--- config.mk ---
export PLATFORM = sky130hd
export DESIGN_NAME = touch_edge_event_queue_core_flat
export DESIGN_NICKNAME = d
export VERILOG_FILES = /design/src/rtl/teeq_pkg.sv /design/src/rtl/teeq_if.sv /design/src/rtl/teeq_lane.sv /design/src/rtl/teeq_merge.sv /design/src/rtl/teeq_queue.sv /design/src/rtl/touch_edge_event_queue_core.sv /design/src/flat_wrapper.sv
export SDC_FILE = /design/constraint.sdc
export NUM_CORES = 1
export LEC_CHECK = 0
export ABC_AREA = 1
export BUFFER_PORTS_ARGS = -buffer_cell sky130_fd_sc_hd__buf_2
export CAP_MARGIN = 20
export CORE_UTILIZATION = 40
export CTS_BUF_LIST = sky130_fd_sc_hd__clkbuf_8
export DETAILED_ROUTE_END_ITERATION = 8
export GPL_TIMING_DRIVEN = 0
export PLACE_DENSITY_LB_ADDON = 0.1
export SYNTH_ARGS = -nofsm -noshare
export SYNTH_HDL_FRONTEND = slang
export SYNTH_SLANG_ARGS = --single-unit
--- constraint.sdc ---
create_clock -name clock -period 7 [get_ports clock]
set_input_delay 0.7 -clock clock [delete_from_list [all_inputs] [get_ports clock]]
set_output_delay 0.7 -clock clock [all_outputs]
set_load 0.05 [all_outputs]
--- src/rtl/teeq_pkg.sv ---
// Shared constants and types for the touch edge event queue.
package teeq_pkg;

   // Field widths of the request and response words.
   localparam int MASK_W          = 12;
   localparam int CODE_W          = 8;
   localparam int SLOT_W          = 5;
   localparam int PENDING_W       = 5;

   // Defaults for the top-level parameters.
   localparam int QUEUE_DEPTH_DEF = 16;
   localparam int PADS_DEF        = 12;

   // Key map layout: second sensor pad i reads entry i plus this offset.
   localparam int MAP_ENTRIES     = 20;
   localparam int SECOND_OFFSET   = 8;
   localparam logic [CODE_W-1:0] UNMAPPED = 8'hFF;

   // Request action codes.
   typedef enum logic [1:0] {
      ACT_PRIME = 2'd0,
      ACT_TICK  = 2'd1,
      ACT_POP   = 2'd2,
      ACT_MAP   = 2'd3
   } teeq_action_type;

   // One queued key event.
   typedef struct packed {
      logic              released;
      logic [CODE_W-1:0] code;
   } teeq_event_type;

   localparam int EVENT_W = $bits(teeq_event_type);

   // What one pad lane found on a tick.
   typedef struct packed {
      logic           hit;
      teeq_event_type ev;
   } teeq_lane_out_type;

   // Output of the merging stage toward the queue.
   typedef struct packed {
      logic           push;
      teeq_event_type ev;
   } teeq_merge_out_type;

   // Command to the event queue.
   typedef struct packed {
      logic           push;
      logic           pop;
      teeq_event_type push_ev;
   } teeq_qcmd_type;

endpackage

--- src/rtl/teeq_if.sv ---
// Request and response channel interfaces of the touch edge event queue.
interface teeq_req_if;
   logic                             valid;
   logic                             ready;
   logic [1:0]                       action;
   logic [teeq_pkg::MASK_W-1:0]      mask_first;
   logic [teeq_pkg::MASK_W-1:0]      mask_second;
   logic [teeq_pkg::SLOT_W-1:0]      map_slot;
   logic [teeq_pkg::CODE_W-1:0]      map_code;

   modport source (output valid, action, mask_first, mask_second, map_slot, map_code,
                   input ready);
   modport sink   (input valid, action, mask_first, mask_second, map_slot, map_code,
                   output ready);
endinterface

interface teeq_rsp_if;
   logic                             valid;
   logic                             ready;
   logic                             event_valid;
   logic [teeq_pkg::CODE_W-1:0]      key_code;
   logic                             released;
   logic [teeq_pkg::PENDING_W-1:0]   pending;
   logic                             empty_pop;

   modport source (output valid, event_valid, key_code, released, pending, empty_pop,
                   input ready);
   modport sink   (input valid, event_valid, key_code, released, pending, empty_pop,
                   output ready);
endinterface

--- src/rtl/teeq_lane.sv ---
// One pad lane: edge detection of a single touch bit against its mapped key.
module teeq_lane (
   input  logic                          now_bit,
   input  logic                          before_bit,
   input  logic [teeq_pkg::CODE_W-1:0]   code,
   output teeq_pkg::teeq_lane_out_type   result
);
   import teeq_pkg::*;

   // A mapped pad whose bit changed gives a press on a rise and a release on a fall.
   always_comb begin
      result.hit         = (code != UNMAPPED) && (now_bit != before_bit);
      result.ev.released = before_bit & ~now_bit;
      result.ev.code     = code;
   end

endmodule

--- src/rtl/teeq_merge.sv ---
// Merging stage: hands the lane events to the queue one per cycle, lowest lane first.
module teeq_merge #(
   parameter int LANES = 2 * teeq_pkg::PADS_DEF
) (
   input  logic                          clock,
   input  logic                          reset,
   input  logic                          load,
   input  teeq_pkg::teeq_lane_out_type   lane_res [LANES],
   output teeq_pkg::teeq_merge_out_type  mout
);
   import teeq_pkg::*;

   logic [LANES-1:0]   pend_ff;
   logic [LANES-1:0]   pend_in;
   teeq_event_type     ev_ff [LANES];
   logic [LANES-1:0]   pick;
   logic [EVENT_W-1:0] sel_bits;

   // Isolate the lowest pending lane and select its event.
   always_comb begin
      pick     = pend_ff & (~pend_ff + LANES'(1));
      sel_bits = '0;
      for (int i = 0; i < LANES; i++) begin
         if (pick[i]) begin
            sel_bits = sel_bits | ev_ff[i];
         end
      end
      mout.push = |pend_ff;
      mout.ev   = teeq_event_type'(sel_bits);
   end

   // Load all lane hits on a tick, then retire one per cycle.
   always_comb begin
      pend_in = pend_ff & ~pick;
      if (load) begin
         for (int i = 0; i < LANES; i++) begin
            pend_in[i] = lane_res[i].hit;
         end
      end
   end

   always_ff @(posedge clock) begin
      if (reset) begin
         pend_ff <= '0;
      end else begin
         pend_ff <= pend_in;
      end
   end

   // Event words need no reset; they are only read under a pending bit.
   always_ff @(posedge clock) begin
      if (load) begin
         for (int i = 0; i < LANES; i++) begin
            ev_ff[i] <= lane_res[i].ev;
         end
      end
   end

endmodule

--- src/rtl/teeq_queue.sv ---
// Ring queue of key events that overwrites the oldest entry when full.
module teeq_queue #(
   parameter int DEPTH = teeq_pkg::QUEUE_DEPTH_DEF
) (
   input  logic                           clock,
   input  logic                           reset,
   input  teeq_pkg::teeq_qcmd_type        cmd,
   output teeq_pkg::teeq_event_type       rd_data,
   output logic [$clog2(DEPTH+1)-1:0]     held_count
);
   import teeq_pkg::*;

   localparam int PTR_W = $clog2(DEPTH);
   localparam int CNT_W = $clog2(DEPTH + 1);

   teeq_event_type   event_store_ff [DEPTH];
   teeq_event_type   rd_data_ff;
   logic [PTR_W-1:0] wr_ptr_ff;
   logic [PTR_W-1:0] rd_ptr_ff;
   logic [CNT_W-1:0] held_ff;
   logic [PTR_W-1:0] wr_ptr_next;
   logic [PTR_W-1:0] rd_ptr_next;
   logic             full;

   // Pointer increments wrap at the queue depth.
   always_comb begin
      wr_ptr_next = (wr_ptr_ff == PTR_W'(DEPTH - 1)) ? '0 : wr_ptr_ff + PTR_W'(1);
      rd_ptr_next = (rd_ptr_ff == PTR_W'(DEPTH - 1)) ? '0 : rd_ptr_ff + PTR_W'(1);
      full        = (held_ff == CNT_W'(DEPTH));
   end

   // Pointer and count bookkeeping; a push into a full queue drops the oldest word.
   always_ff @(posedge clock) begin
      if (reset) begin
         wr_ptr_ff <= '0;
         rd_ptr_ff <= '0;
         held_ff   <= '0;
      end else if (cmd.push) begin
         wr_ptr_ff <= wr_ptr_next;
         if (full) begin
            rd_ptr_ff <= rd_ptr_next;
         end else begin
            held_ff <= held_ff + CNT_W'(1);
         end
      end else if (cmd.pop) begin
         rd_ptr_ff <= rd_ptr_next;
         held_ff   <= held_ff - CNT_W'(1);
      end
   end

   // Event memory with one write port and a registered read port.
   always_ff @(posedge clock) begin
      if (cmd.push) begin
         event_store_ff[wr_ptr_ff] <= cmd.push_ev;
      end
      if (cmd.pop) begin
         rd_data_ff <= event_store_ff[rd_ptr_ff];
      end
   end

   assign rd_data    = rd_data_ff;
   assign held_count = held_ff;

endmodule

--- src/rtl/touch_edge_event_queue_core.sv ---
// Top level of the touch edge event queue: key map, pad lanes, merger and event queue.
// Prime, pop and map writes go from the idle state to the done state, which loads the response
// register once it is free. A tick first passes through the scan state until the merger has queued
// its events (at most 2 * PADS_PER_SENSOR); the merger feeds the queue one event per cycle.
// One request word is worked at a time; the next is taken while the last response waits.
// Reset: previous masks zero, key map all unmapped, queue empty; event memory not cleared.
module touch_edge_event_queue_core #(
   parameter int QUEUE_DEPTH     = teeq_pkg::QUEUE_DEPTH_DEF,
   parameter int PADS_PER_SENSOR = teeq_pkg::PADS_DEF
) (
   input  logic        clock,
   input  logic        reset,
   teeq_req_if.sink    req_chan,
   teeq_rsp_if.source  rsp_chan
);
   import teeq_pkg::*;

   localparam int LANES = 2 * PADS_PER_SENSOR;
   localparam int CNT_W = $clog2(QUEUE_DEPTH + 1);

   typedef enum logic [1:0] {
      ST_IDLE,
      ST_SCAN,
      ST_DONE
   } state_type;

   state_type          state_ff;
   logic [MASK_W-1:0]  prev_first_ff;
   logic [MASK_W-1:0]  prev_second_ff;
   logic [CODE_W-1:0]  key_map_ff [MAP_ENTRIES];
   logic               pop_hit_ff;
   logic               empty_ff;
   logic               rsp_valid_ff;
   logic               rsp_event_valid_ff;
   logic [CODE_W-1:0]  rsp_key_code_ff;
   logic               rsp_released_ff;
   logic [PENDING_W-1:0] rsp_pending_ff;
   logic               rsp_empty_pop_ff;

   logic               accept;
   logic               rsp_free;
   teeq_action_type    action;
   teeq_lane_out_type  lane_res [LANES];
   teeq_merge_out_type mout;
   teeq_qcmd_type      qcmd;
   teeq_event_type     rd_data;
   logic [CNT_W-1:0]   held_count;

   // Handshake decode.
   always_comb begin
      action   = teeq_action_type'(req_chan.action);
      accept   = req_chan.valid && (state_ff == ST_IDLE);
      rsp_free = !rsp_valid_ff || rsp_chan.ready;
   end

   assign req_chan.ready = (state_ff == ST_IDLE);

   // Pad lanes compare the incoming masks with the previous ones.
   for (genvar i = 0; i < PADS_PER_SENSOR; i++) begin : g_pad
      teeq_lane u_lane_first (
         .now_bit    (req_chan.mask_first[i]),
         .before_bit (prev_first_ff[i]),
         .code       (key_map_ff[i]),
         .result     (lane_res[i])
      );
      teeq_lane u_lane_second (
         .now_bit    (req_chan.mask_second[i]),
         .before_bit (prev_second_ff[i]),
         .code       (key_map_ff[i + SECOND_OFFSET]),
         .result     (lane_res[i + PADS_PER_SENSOR])
      );
   end

   teeq_merge #(
      .LANES (LANES)
   ) u_merge (
      .clock    (clock),
      .reset    (reset),
      .load     (accept && (action == ACT_TICK)),
      .lane_res (lane_res),
      .mout     (mout)
   );

   // Queue commands: pushes come from the merger, pops from a request word.
   always_comb begin
      qcmd.push    = (state_ff == ST_SCAN) && mout.push;
      qcmd.push_ev = mout.ev;
      qcmd.pop     = accept && (action == ACT_POP) && (held_count != '0);
   end

   teeq_queue #(
      .DEPTH (QUEUE_DEPTH)
   ) u_queue (
      .clock      (clock),
      .reset      (reset),
      .cmd        (qcmd),
      .rd_data    (rd_data),
      .held_count (held_count)
   );

   // Sequencer, key map, previous masks and response register.
   always_ff @(posedge clock) begin
      if (reset) begin
         state_ff       <= ST_IDLE;
         prev_first_ff  <= '0;
         prev_second_ff <= '0;
         for (int i = 0; i < MAP_ENTRIES; i++) begin
            key_map_ff[i] <= UNMAPPED;
         end
         pop_hit_ff     <= 1'b0;
         empty_ff       <= 1'b0;
         rsp_valid_ff   <= 1'b0;
      end else begin
         // A taken response clears, unless a new one is loaded in the same cycle.
         if (rsp_chan.ready && (state_ff != ST_DONE)) begin
            rsp_valid_ff <= 1'b0;
         end
         unique case (state_ff)
            ST_IDLE: begin
               if (accept) begin
                  pop_hit_ff <= (action == ACT_POP) && (held_count != '0);
                  empty_ff   <= (action == ACT_POP) && (held_count == '0);
                  state_ff   <= (action == ACT_TICK) ? ST_SCAN : ST_DONE;
                  unique case (action)
                     ACT_PRIME: begin
                        prev_first_ff  <= req_chan.mask_first;
                        prev_second_ff <= req_chan.mask_second;
                     end
                     ACT_TICK: begin
                        prev_first_ff  <= req_chan.mask_first;
                        prev_second_ff <= req_chan.mask_second;
                     end
                     ACT_POP: begin
                     end
                     ACT_MAP: begin
                        if (req_chan.map_slot < SLOT_W'(MAP_ENTRIES)) begin
                           key_map_ff[req_chan.map_slot] <= req_chan.map_code;
                        end
                     end
                     default: begin
                     end
                  endcase
               end
            end
            ST_SCAN: begin
               if (!mout.push) begin
                  state_ff <= ST_DONE;
               end
            end
            ST_DONE: begin
               if (rsp_free) begin
                  rsp_valid_ff       <= 1'b1;
                  rsp_event_valid_ff <= pop_hit_ff;
                  rsp_key_code_ff    <= pop_hit_ff ? rd_data.code : '0;
                  rsp_released_ff    <= pop_hit_ff & rd_data.released;
                  rsp_pending_ff     <= PENDING_W'(held_count);
                  rsp_empty_pop_ff   <= empty_ff;
                  state_ff           <= ST_IDLE;
               end
            end
            default: begin
               state_ff <= ST_IDLE;
            end
         endcase
      end
   end

   // Response word.
   assign rsp_chan.valid       = rsp_valid_ff;
   assign rsp_chan.event_valid = rsp_event_valid_ff;
   assign rsp_chan.key_code    = rsp_key_code_ff;
   assign rsp_chan.released    = rsp_released_ff;
   assign rsp_chan.pending     = rsp_pending_ff;
   assign rsp_chan.empty_pop   = rsp_empty_pop_ff;

endmodule

--- src/flat_wrapper.sv ---
// flat-port wrapper written by rule: the top's interface ports become plain ports
module touch_edge_event_queue_core_flat import teeq_pkg::*;
#(
   parameter int QUEUE_DEPTH     = teeq_pkg::QUEUE_DEPTH_DEF,
   parameter int PADS_PER_SENSOR = teeq_pkg::PADS_DEF
)
  (clock, reset, req_chan_valid, req_chan_action, req_chan_mask_first, req_chan_mask_second, req_chan_map_slot, req_chan_map_code, req_chan_ready, rsp_chan_valid, rsp_chan_event_valid, rsp_chan_key_code, rsp_chan_released, rsp_chan_pending, rsp_chan_empty_pop, rsp_chan_ready);
  teeq_req_if req_chan_i ();
  teeq_rsp_if rsp_chan_i ();
  input  logic clock;
  input  logic reset;
  input wire logic [$bits(req_chan_i.valid)-1:0] req_chan_valid;
  input wire logic [$bits(req_chan_i.action)-1:0] req_chan_action;
  input wire logic [$bits(req_chan_i.mask_first)-1:0] req_chan_mask_first;
  input wire logic [$bits(req_chan_i.mask_second)-1:0] req_chan_mask_second;
  input wire logic [$bits(req_chan_i.map_slot)-1:0] req_chan_map_slot;
  input wire logic [$bits(req_chan_i.map_code)-1:0] req_chan_map_code;
  output wire logic [$bits(req_chan_i.ready)-1:0] req_chan_ready;
  output wire logic [$bits(rsp_chan_i.valid)-1:0] rsp_chan_valid;
  output wire logic [$bits(rsp_chan_i.event_valid)-1:0] rsp_chan_event_valid;
  output wire logic [$bits(rsp_chan_i.key_code)-1:0] rsp_chan_key_code;
  output wire logic [$bits(rsp_chan_i.released)-1:0] rsp_chan_released;
  output wire logic [$bits(rsp_chan_i.pending)-1:0] rsp_chan_pending;
  output wire logic [$bits(rsp_chan_i.empty_pop)-1:0] rsp_chan_empty_pop;
  input wire logic [$bits(rsp_chan_i.ready)-1:0] rsp_chan_ready;
  assign req_chan_i.valid = req_chan_valid;
  assign req_chan_i.action = req_chan_action;
  assign req_chan_i.mask_first = req_chan_mask_first;
  assign req_chan_i.mask_second = req_chan_mask_second;
  assign req_chan_i.map_slot = req_chan_map_slot;
  assign req_chan_i.map_code = req_chan_map_code;
  assign req_chan_ready = req_chan_i.ready;
  assign rsp_chan_valid = rsp_chan_i.valid;
  assign rsp_chan_event_valid = rsp_chan_i.event_valid;
  assign rsp_chan_key_code = rsp_chan_i.key_code;
  assign rsp_chan_released = rsp_chan_i.released;
  assign rsp_chan_pending = rsp_chan_i.pending;
  assign rsp_chan_empty_pop = rsp_chan_i.empty_pop;
  assign rsp_chan_i.ready = rsp_chan_ready;
  touch_edge_event_queue_core #(.QUEUE_DEPTH(QUEUE_DEPTH), .PADS_PER_SENSOR(PADS_PER_SENSOR)) u_core (.clock(clock), .reset(reset), .req_chan(req_chan_i), .rsp_chan(rsp_chan_i));
endmodule
== Yosys cells after proc, flatten, opt, wreduce, memory -nomap -nowiden ==
Memory sizes are Yosys's and may differ from the RTL's. A register that Yosys moved wholly into a read port is not among the register bits.
Index checks and enable logic that the tools add are counted.
Word-level totals
  register bits after elaboration: 82
  bits in writable memories: 520
  output and inout port bits: 18
  word-level logic and storage cells: 263
  memories: 3
Operators by class
  add/sub/neg operators: 5
  magnitude comparators: 1
  equal/unequal tests: 58
  mux-type cells: 56
  bitwise operators: 77
  reductions and logical operators: 48
Memory list
  u_core.u_merge.ev_ff: words 24, width 9, read ports 24, clocked after memory_dff 0, write ports 24, RTL line teeq_merge.sv:15  | teeq_event_type ev_ff [LANES];
  u_core.key_map_ff: words 20, width 8, read ports 20, clocked after memory_dff 0, write ports 20, RTL line touch_edge_event_queue_core.sv:30  | logic [CODE_W-1:0] key_map_ff [MAP_ENTRIES];
  u_core.u_queue.event_store_ff: words 16, width 9, read ports 1, clocked after memory_dff 1, write ports 1, RTL line teeq_queue.sv:16  | teeq_event_type event_store_ff [DEPTH];
Operator list (count)
  $mux 9: 24
  $or 9x9->9: 23
  $ne 8x8->1 const B: 20
  $and 24x24->24: 2
  $not 24->24: 2
  $logic_and 1x1->1: 32
  $and 1x1->1: 25
  $not 1->1: 25
  $add 24x1->24 const B: 1
  $mux 24: 1
  $ne 1x1->1: 24
  $reduce_or 24->1: 1
  $mux 4: 5
  $mux 5: 4
  $mux 1: 16
  $reduce_and 3->1: 3
  $add 4x1->4 const B: 2
  $eq 4x4->1 const B: 2
  $mux 2: 4
  $mux 8: 1
  $ne 2x2->1 const B: 4
  $reduce_or 8->1: 1
  $eq 2x2->1 const B: 3
  $pmux 2 s3: 1
  other kinds (14): 19

== Depth between registers and ports, before layout ==
  word-level depth: 50
  mapped depth: 17
  mapped depth without buffers: 16

== Cells and area by module ==
From an unflattened synthesis, not the netlist that was laid out.
Unflattened totals
  cell total of the unflattened synthesis: 2786
  area total of the unflattened synthesis: 28207.1 µm²
Modules (own cells, without submodules)
  teeq_merge: instances 1, cells each 869, area each 9816.9 µm², seq. area each 6966.7 µm²
  touch_edge_event_queue_core: instances 1, cells each 736, area each 8451.9 µm², seq. area each 5865.6 µm²
  teeq_queue: instances 1, cells each 773, area each 7445.9 µm², seq. area each 4854.7 µm²
  teeq_lane: instances 24, cells each 17, area each 103.8 µm², seq. area each 0.0 µm²

== Least setup slack after synthesis ==
Ideal clock, no wire load.
  path kind: register -> register
  start: reg u_core.state_ff[1]
  end: reg u_core.u_merge.pend_ff[6]
  arrival: 5578 ps
  path slack: 1305 ps
  cell stages (with the launch flop): 9
  buffers on the path: 0
  path through: dfxtp_1 nor2_2 nand2_1 clkinv_1 nand2_1 inv_1 o21ai_0 nand3_1 inv_1
Between the ends
  cells in the longest elaborated chain, start to end: 4
RTL lines
  start, declared: RTL line touch_edge_event_queue_core.sv:27  | state_type state_ff;
  start signal, assigned: RTL line touch_edge_event_queue_core.sv:123  | state_ff <= (action == ACT_TICK) ? ST_SCAN : ST_DONE;
  $logic_not 2->1
  named net req_chan_ready: RTL line flat_wrapper.sv:18  | output wire logic [$bits(req_chan_i.ready)-1:0] req_chan_ready;
  $logic_and 1x1->1: RTL line touch_edge_event_queue_core.sv:52  | accept = req_chan.valid && (state_ff == ST_IDLE);
  $logic_and 1x1->1: RTL line touch_edge_event_queue_core.sv:79  | .load (accept && (action == ACT_TICK)),
  named net u_core.u_merge.load: RTL line teeq_merge.sv:7  | input logic load,
  $mux 24: RTL line teeq_merge.sv:35  | if (load) begin
  end signal, assigned: RTL line teeq_merge.sv:46  | pend_ff <= pend_in;
  end, declared: RTL line teeq_merge.sv:13  | logic [LANES-1:0] pend_ff;
The timed path passes the listed nets, and every way through them passes these cells.
A chain may end at the register's enable or synchronous reset.

==> flow_summary.ini <==
[placement]
placed_area_sq_um = 25000
io_buffers = 60
place.gp.congestion = 0.908
hpwl_um = 47000
dp.cells = 2873

[clock_tree]
cts_setup_buffers = 0
cts_buffers = 100
cts_sinks = 579
clockRootBuffer = clkbuf_8
clk_pin_slew_ps = 60
cts_hold_buf = 0
clk_latency_ps = 700
cts.htree.levels = 3
cts_tree = done
cts_max_path_buffers = 3
ctsResizeCount = 0

[routing]
drc = 0
drt_first_iter_violations = 1398
wl_met1_um = 30900
drt_wl_total_um = 66500
top_layer = met4
wl_met2_um = 29300
dr_total_vias = 16000
first_pass_iters = 6
met3_length_um = 4290
antenna_left = 0
vias_per_cell = 5.22
wl_per_cell_um = 21.7

[sta]
min_period_over_period = 0.504
grt_setup_unrepaired = no
maxSlewViolCount = 0
clock_skew_ps = 50.2
hold_slack_ps = 295
setup_viol = 0
slew_headroom = 0.262
hold_viol_final = 0
fmax_ghz = 0.284
tightest_slew_ps = 1110
period_needed_ps = 3530

[synth]
synthCells = 2045
synth_warnings = 0
synth.distinct_cells = 42
seq_area_frac_synth = 0.705
synth-async-reset-ratio = 0
ys.flop_type = edfxtp_1
avgSynthCellArea_sq_um = 11.6
ys_seq_elements = 579
synth_edf_count = 513
netlist_area_sq_um = 23700
synth_nets = 2121

[floorplanning]
core_sq_um = 58100
die_area_sq_um = 60300
die_x_um = 246
die_h_um = 246
ios = 61
num_rows = 88
start_util = 0.408

[global_route]
grt_pass1_vias = 15600
grt_usage = 0.224
grt_overflow = 0
grt_pass1_wl_um = 98100
grt_max_degree = 105
antenna_found_initial = 4

[worst_setup_path]
cpPeakStageDelay_ps = 730
cp-endpoint = u_core.u_queue.event_store_ff[1][6]
ff2ff_setup_slack_ps = 3470
cp_max_fo = 16
cp-startpoint = u_core.u_merge.pend_ff[13]
critPathRequiredTime_ps = 7150
r2r_start = u_core.u_merge.pend_ff[13]
crit_type = reg -> reg
crit_arrival_ps = 3680
path_cells = clkbuf_1 -> nor2_1 -> nand2_1 -> nor2_1 -> nand3_1 -> inv_1 -> nand2_1 -> nand3_1 -> nor3_1 -> nand3_1
start_kind = register
slowest_stage = nand3_1
end_kind = register
r2r_cells = 10
r2r-end = u_core.u_queue.event_store_ff[1][6]
crit_top_cell = nand3_1

[cells_and_area]
nFillCells = 5418
area_growth_pct = 13.5
nets = 2299
seq_area_sq_um = 16700
final_cell_area_sq_um = 26900
multiInputGateArea_sq_um = 6070
postLayoutCoreUtil = 0.463
instances_no_fill = 3069
layout-drive-gt1-share = 0.111

[power_and_ir_drop]
power.density_cell_area_nw_per_um2 = 262
p_leak_uw = 0.00956
ir_worst_vdd_uv = 132

[flow_run]
cap_violations = 0

[hold_path]
hold_class = in -> reg

[status]
status = completed
sequential cells by signal (all words and copies together), names as in the netlist, 8 cells and up:
register	flops
u_core.prev_first_ff	12
u_core.key_map_ff	160
u_core.u_merge.ev_ff	184
u_core.u_merge.pend_ff	24
u_core.rsp_chan.key_code	8
u_core.u_queue.rd_data	9
u_core.u_queue.event_store_ff	144
u_core.prev_second_ff	12
through the flow:
step | total power [uW] | setup TNS (ps) | setup slack [ps]
after floorplan | 4120 | 0 | 1300
after global placement | 4290 | -45880 | -599
after detailed placement | 4280 | 0 | 3310
after CTS | 7110 | 0 | 3460
after global routing | 7300 | 0 | 3350
final | 7050 | 0 | 3470
logic make-up (layout without fill, tap and decap cells):
logic type      count (synthesis)  count (layout)  synth area share
flops                         579             579             0.705
fa+ha+maj                      33              33            0.0177
buf+inv                       244             501            0.0397
compound gates                182             182            0.0464
simple gates                  990             990             0.184
xor+xnor                        2               2          0.000738
other cells                     0               2                 0
mux                            15              15           0.00633
worst max-delay path, delay by kind of cell, from the launching register on:
family        cells  cell delay (ps)
simple gates      8             2030
buf+inv           2              600
flops             1              330
placed cells by master, fill, tap and decap left out, types with 3 or more instances in the layout:
cell      instances
a21oi_1          52
buf_1             8
buf_2            82
clkbuf_1         57
clkbuf_8        103
clkinv_1         25
clkinv_2         14
dfxtp_1          66
edfxtp_1        513
ha_1             32
inv_1           194
inv_2             3
inv_8             3
mux2i_1          15
nand2_1         392
nand2_2           4
nand2_4           3
nand3_1         158
nand3_2           6
nand4_1          89
nor2_1          297
nor2_2            9
nor2_4            6
nor3_1           11
o211ai_1          7
o21ai_0          68
o21ai_1           7
o221ai_1         15
o32ai_1          28
or2_2             6
per-layer routing:
| layer | GRT usage | vias up |
|---|---|---|
| met3 | 0.0410 | 114 |
| met1 | 0.320 | 7791 |
| li1 | - | 7584 |
| met5 | 0 | - |
| met4 | 0.0888 | 0 |
| met2 | 0.336 | 537 |
cell type report:
cell class | instances | share of cell area
Buffer | 77 | 0.0116
Clock buffer | 103 | 0.0526
Clock inverter | 78 | 0.0148
Multi-Input combinational cell | 1222 | 0.225
Tap cell | 765 | 0.0355
Timing Repair Buffer | 76 | 0.0154
Inverter | 167 | 0.0236
Antenna cell | 2 | 0.000186
Sequential cell | 579 | 0.621
power by group:
group | internal [uW] | switching [uW] | total, uW
Combinational | 82.6 | 298 | 381
Clock | 1440 | 1390 | 2830
Sequential | 3810 | 23.8 | 3830
worst min-delay path by stage:
| stage | from | to | slack, ps | cells past startpoint |
|---|---|---|---|---|
| after floorplan | u_core.pop_hit_ff | u_core.rsp_chan.event_valid | 410 | 0 |
| after global placement | u_core.pop_hit_ff | u_core.rsp_chan.event_valid | 420 | 0 |
| after detailed placement | u_core.pop_hit_ff | u_core.rsp_chan.event_valid | 420 | 0 |
| after CTS | req_chan_mask_first[11] | u_core.prev_first_ff[11] | 230 | 3 |
| after global routing | req_chan_mask_first[8] | u_core.prev_first_ff[8] | 280 | 3 |
| final | req_chan_mask_first[11] | u_core.prev_first_ff[11] | 300 | 3 |
Yosys cell counts (all sizes together), types with 4 or more instances:
| library cell | instances | area [sq um] |
|---|---|---|
| mux2i | 15 | 150 |
| nand3 | 164 | 851 |
| clkinv | 4 | 15.0 |
| ha | 32 | 400 |
| edfxtp | 513 | 15400 |
| a21oi | 52 | 260 |
| buf | 20 | 98.9 |
| o32ai | 28 | 245 |
| nand4 | 89 | 557 |
| nor2 | 314 | 1280 |
| o211ai | 7 | 52.6 |
| dfxtp | 66 | 1320 |
| nand2 | 400 | 1550 |
| clkbuf | 57 | 214 |
| nor3 | 13 | 70.1 |
| o21ai | 75 | 375 |
| inv | 163 | 614 |
| or2 | 6 | 37.5 |
| o221ai | 15 | 131 |
Power figures use the tool's default switching activity.
